--- src/life_automaton_torus_step_top_assert.svh ---
// Assertion macros for the toroidal life automaton top level.
// No dependencies; included by life_automaton_torus_step_top.
`ifndef LIFE_AUTOMATON_TORUS_STEP_TOP_ASSERT_SVH
`define LIFE_AUTOMATON_TORUS_STEP_TOP_ASSERT_SVH

// a in this cycle implies b in the same cycle
`define LATS_ASSERT_NOW(label, clk, rst, a, b, msg) \
   label: assert property (@(posedge clk) disable iff (rst) (a) |-> (b)) else $error(msg);

// a in this cycle implies b in the next cycle
`define LATS_ASSERT_NEXT(label, clk, rst, a, b, msg) \
   label: assert property (@(posedge clk) disable iff (rst) (a) |=> (b)) else $error(msg);

`endif

--- src/lats_pkg.sv ---
// Shared types and constants for the toroidal life automaton.
// No dependencies; used by lats_cell_rule and life_automaton_torus_step_top.
`timescale 1ns / 1ps

package lats_pkg;

   localparam int CELL_IDX_W = 7;

   typedef logic [1:0] lats_mode_type;

   localparam lats_mode_type MODE_TOGGLE = 2'd0;
   localparam lats_mode_type MODE_SET    = 2'd1;
   localparam lats_mode_type MODE_READ   = 2'd2;
   localparam lats_mode_type MODE_GEN    = 2'd3;

   localparam logic [3:0] NB_BORN = 4'd3;
   localparam logic [3:0] NB_KEEP = 4'd2;

   // 3x3 neighbourhood, each row {left, centre, right}
   typedef struct packed {
      logic [2:0] up;
      logic [2:0] mid;
      logic [2:0] dn;
   } lats_window_type;

endpackage

--- src/lats_cell_rule.sv ---
// B3/S23 update of one cell from its 3x3 neighbourhood.
// Depends on lats_pkg.
`timescale 1ns / 1ps

module lats_cell_rule (
   input  lats_pkg::lats_window_type window,
   output logic                      alive
);
   import lats_pkg::*;

   logic [3:0] count;

   assign count = 4'(window.up[2]) + 4'(window.up[1]) + 4'(window.up[0])
                + 4'(window.mid[2]) + 4'(window.mid[0])
                + 4'(window.dn[2]) + 4'(window.dn[1]) + 4'(window.dn[0]);

   assign alive = (count == NB_BORN) || (window.mid[1] && (count == NB_KEEP));

endmodule

--- config.mk ---
export PLATFORM = sky130hd
export DESIGN_NAME = lats_cell_rule
export DESIGN_NICKNAME = d
export VERILOG_FILES = /design/src/life_automaton_torus_step_top_assert.svh /design/src/lats_pkg.sv /design/src/lats_cell_rule.sv
export SDC_FILE = /design/constraint.sdc
export NUM_CORES = 1
export LEC_CHECK = 0
export BUFFER_PORTS_ARGS = -buffer_cell sky130_fd_sc_hd__buf_2
export CELL_PAD_IN_SITES_DETAIL_PLACEMENT = 0
export CELL_PAD_IN_SITES_GLOBAL_PLACEMENT = 2
export CORE_AREA = 2 2 39 41
export DETAILED_ROUTE_END_ITERATION = 16
export DIE_AREA = 0 0 41 43
export GPL_ROUTABILITY_DRIVEN = 0
export PLACE_DENSITY = 0.62
export SETUP_SLACK_MARGIN = 0.4
export SLEW_MARGIN = 0
export SYNTH_ARGS = -nofsm -noshare
export SYNTH_HDL_FRONTEND = slang
export SYNTH_SLANG_ARGS = --single-unit
--- constraint.sdc ---
create_clock -name vclk -period 4.4
set_input_delay 0.66 -clock vclk [all_inputs]
set_output_delay 0.66 -clock vclk [all_outputs]
set_load 0.01 [all_outputs]
-- After elaboration in Yosys (flattened, before gate mapping)
Index checks and enable logic that the tools add are counted.
- add/subtract/negate cells: 7
- reductions and logical operators: 2
- equal/unequal tests: 2
- operator list (operator ; number):
    $add A4 B1 Y4 ; 4
    $eq A4 B2 Y1 const B ; 2
    $add A3 B1 Y4 ; 1
    $add A2 B1 Y3 ; 1
    $add A1 B1 Y2 ; 1
    $logic_and A1 B1 Y1 ; 1
    $logic_or A1 B1 Y1 ; 1
- logic and storage cells: 11
- output and inout port bits: 1
- flip-flop bits (word level): 0
- bits of input ports: 9

-- Depth between registers and ports, before layout
- depth in word-level cells: 10
- mapped depth: 9
- gate-level depth less buffers: 9

-- Least setup slack after synthesis
OpenSTA, ideal clock, no wires.
- path kind: input-to-output
- start point: input window[0] (netlist bit)
- end point: output alive
- arrival: 3196 ps
- stages: 9
- required time: 3740 ps
- path buffers: 0
- slack: 544 ps
- cells stage by stage: inv_1 -> fa_1 -> fa_1 -> fa_1 -> inv_1 -> ha_1 -> fa_1 -> or2_0 -> a21oi_1
- cells in the longest elaborated chain, start to end: 4
- elaborated cells between the ends (all ways): 5
- classes of those cells: add/sub: 1; eq/ne: 2; reduce/logical: 2
- ends and longest elaborated chain (element ; line ; text):
    start, declared ; lats_cell_rule.sv:6 ; input lats_pkg::lats_window_type window,
    $add A4 B1 Y4 * ; lats_cell_rule.sv:15 ; + 4'(window.dn[2]) + 4'(window.dn[1]) + 4'(window.dn[0]);
    $eq A4 B2 Y1 ; lats_cell_rule.sv:17 ; assign alive = (count == NB_BORN) || (window.mid[1] && (count == NB_KEEP));
    $logic_and A1 B1 Y1 ; lats_cell_rule.sv:17 ;
    $logic_or A1 B1 Y1 * ; lats_cell_rule.sv:17 ;
    end, declared ; lats_cell_rule.sv:7 ; output logic alive
Every way passes the cells marked *; elsewhere a longest branch is shown, timed or not.

-- Worst setup path in the final report
- start point: input window[1] (netlist bit)
- end point: output alive
- cells in the longest elaborated chain, start to end: 5
- elaborated cells between the ends (all ways): 6
- classes of those cells: add/sub: 2; eq/ne: 2; reduce/logical: 2
- ends and longest elaborated chain (element ; line):
    $add A4 B1 Y4 * (2 in a row) ; lats_cell_rule.sv:15
    $eq A4 B2 Y1 ; lats_cell_rule.sv:17
    $logic_and A1 B1 Y1 ; lats_cell_rule.sv:17
    $logic_or A1 B1 Y1 * ; lats_cell_rule.sv:17
Marks and branches as above.

==> impl_metrics.tcl <==
set metrics [dict create \
    start_kind "input port" \
    setup_violations 0 \
    grt_pass1_vias 129 \
    synth_xor_area_share_pct 0 \
    hold_end "alive" \
    synth_top_area_share_pct 43.2 \
    die_h_um 43 \
    grt_usage_pct 3.71 \
    final_nets 51 \
    final_area_um2 284 \
    grt_antenna_before_repair 0 \
    synthesis.area_um2 185 \
    synth_warnings 0 \
    diodes 0 \
    grt_pass1_wl_um 489 \
    finalHoldViolations 0 \
    synthAdderAreaFrac_pct 63.5 \
    start_util_pct 13.4 \
    clock_buffers 0 \
    finalPower_uw 60.0 \
    crit_slowest_cell "fa_1" \
    rsz0062_at_grt "true" \
    finalSetupTns_ps 0 \
    status "finished, final reports clean" \
    power.density_mw_per_mm2 211 \
    dp_hpwl_um 275 \
    maxSlewHeadroom_pct 92.2 \
    port_buffers 10 \
    max_freq_mhz 256 \
    fp.dieW_um 41 \
    syn_avg_cell_area_um2 8.05 \
    routed-via-count 156 \
    leakagePower_uw 0.000157 \
    core_mm2 0.00138 \
    viasPerCell 3.18 \
    slowest_delay_ps 540 \
    ant_nets 0 \
    yosysSeqAreaShare_pct 0 \
    area_growth_pct 53.4 \
    cts_setup_buffers 0 \
    drive_gt1_share_pct 51.5 \
    flops_and_latches 0 \
    grt-ovfl-total 0 \
    path_class "input port to output pin" \
    drtIter0Drc 0 \
    syn_inst 23 \
    synthTopCellsByCount "11 x inv_1, 4 x fa_1, 3 x ha_1" \
    crit_arrival_ps 3250 \
    cts_hold_buf 0 \
    synth.distinct_cells 7 \
    dp.cells 49 \
    register_area_um2 0 \
    period_share_pct 88.9 \
    dpl_cell_area_um2 255 \
    worst_setup_path_end_kind "output pin" \
    drv_cap 0 \
    hp-start "window[4]" \
    die-area_mm2 0.00176 \
    holdPathStages 4 \
    synth.most_common_cell "inv_1" \
    tightest_slew_ps 117 \
    synthTopCellsByArea "fa_1 43%, inv_1 22%, ha_1 20%" \
    synthMuxAreaShare_pct 0 \
    min_path_type "input port to output pin" \
    critical_path.cell_chain "buf_2, inv_2, fa_1, fa_1, fa_1, inv_2, ha_4, fa_2, o21ai_2, a21oi_2, buf_2" \
    grt_max_degree 3 \
    period_minus_slack_ps 3910 \
    drt-total-wl_um 279 \
    path_delay_family "adder cells" \
    first_pass_iters 1 \
    crit_fanout 2 \
    drv_slew 0 \
    post-synth-top-area-cell "fa_1" \
    ios 10 \
    wl_per_cell_um 5.69 \
    synth_compound_area_share_pct 8.11 \
    synth-simple-area-share_pct 6.08 \
    path_buf_inv 4 \
    drc_errors 0 \
    synth_fp_nets 39 \
    final_cells 49 \
    synth_top_family_by_area "adder cells" \
    ir_drop_uv 42.1 \
    cp.required_ps 3740 \
    cpMostUsedCell "fa_1" \
    placementRows 14 \
]
==> worst min-delay path, stage by stage <==
cell,delay (ps)
buf_2,90
o21ai_2,50
a21oi_2,80
buf_2,130
==> routing by layer <==
| metal | vias to the layer above | wire (um) | GRT usage (%) | part of all wire (%) |
|---|---|---|---|---|
| met2 | 4 | 134 | 5.31 | 48 |
| li1 | 85 | - | - | - |
| met1 | 67 | 127 | 6.41 | 46 |
| met4 | 0 | 0 | 0 | 0 |
| met5 | - | 0 | 0 | 0 |
| met3 | 0 | 17 | 0 | 6.1 |
==> logic make-up (layout without fill, tap and decap cells) <==
group           Yosys count  after routing
buf+inv                  11             21
fa+ha+maj                 7              7
compound gates            3              3
simple gates              2              2
==> how the worst max path moves through the flow <==
stage	start	end	slack, ps	cells past startpoint
after floorplan	window[0]	alive	540	9
after global placement	window[0]	alive	340	11
after detailed placement	window[0]	alive	340	11
after CTS	window[1]	alive	400	11
after global routing	window[1]	alive	370	11
final	window[1]	alive	490	11
==> through the flow <==
step	util [%]	worst slack [ps]	hold WS, ps
final	20.5	488	1670
after global routing	20.5	371	1720
after CTS	20.0	404	1710
after detailed placement	18.4	345	1720
after global placement	18.4	340	1730
after floorplan	-	544	1510
==> layout by cell type (no fill, tap or decap) <==
cell type	netlist	routed
inv_2	0	3
fa_2	0	1
nand3_1	1	1
ha_1	3	2
a21oi_1	2	1
or2_0	1	1
ha_4	0	1
fa_1	4	3
o21ai_2	0	1
inv_1	11	8
buf_6	0	1
buf_2	0	9
a21oi_2	0	1
==> what timing repair did <==
| action | 4_1_cts | 5_1_grt |
|---|---|---|
| pin swaps | 6 | 3 |
| setup endpoints to repair | 1 | 1 |
| gates resized for setup | 7 | 3 |
==> layout make-up <==
cell class	count	area, um2
Multi-Input combinational cell	12	166
Tap cell	16	20.0
Fill cell	162	1100
Inverter	11	41.3
Timing Repair Buffer	10	56.3
==> power by group <==
group | total, uW | internal (uW) | leakage, uW | switching [uW]
combinational | 60.0 | 30.3 | 0.000157 | 29.7
clock | 0 | 0 | 0 | 0
sequential | 0 | 0 | 0 | 0
No activity file was read; power rests on OpenSTA's default activity.
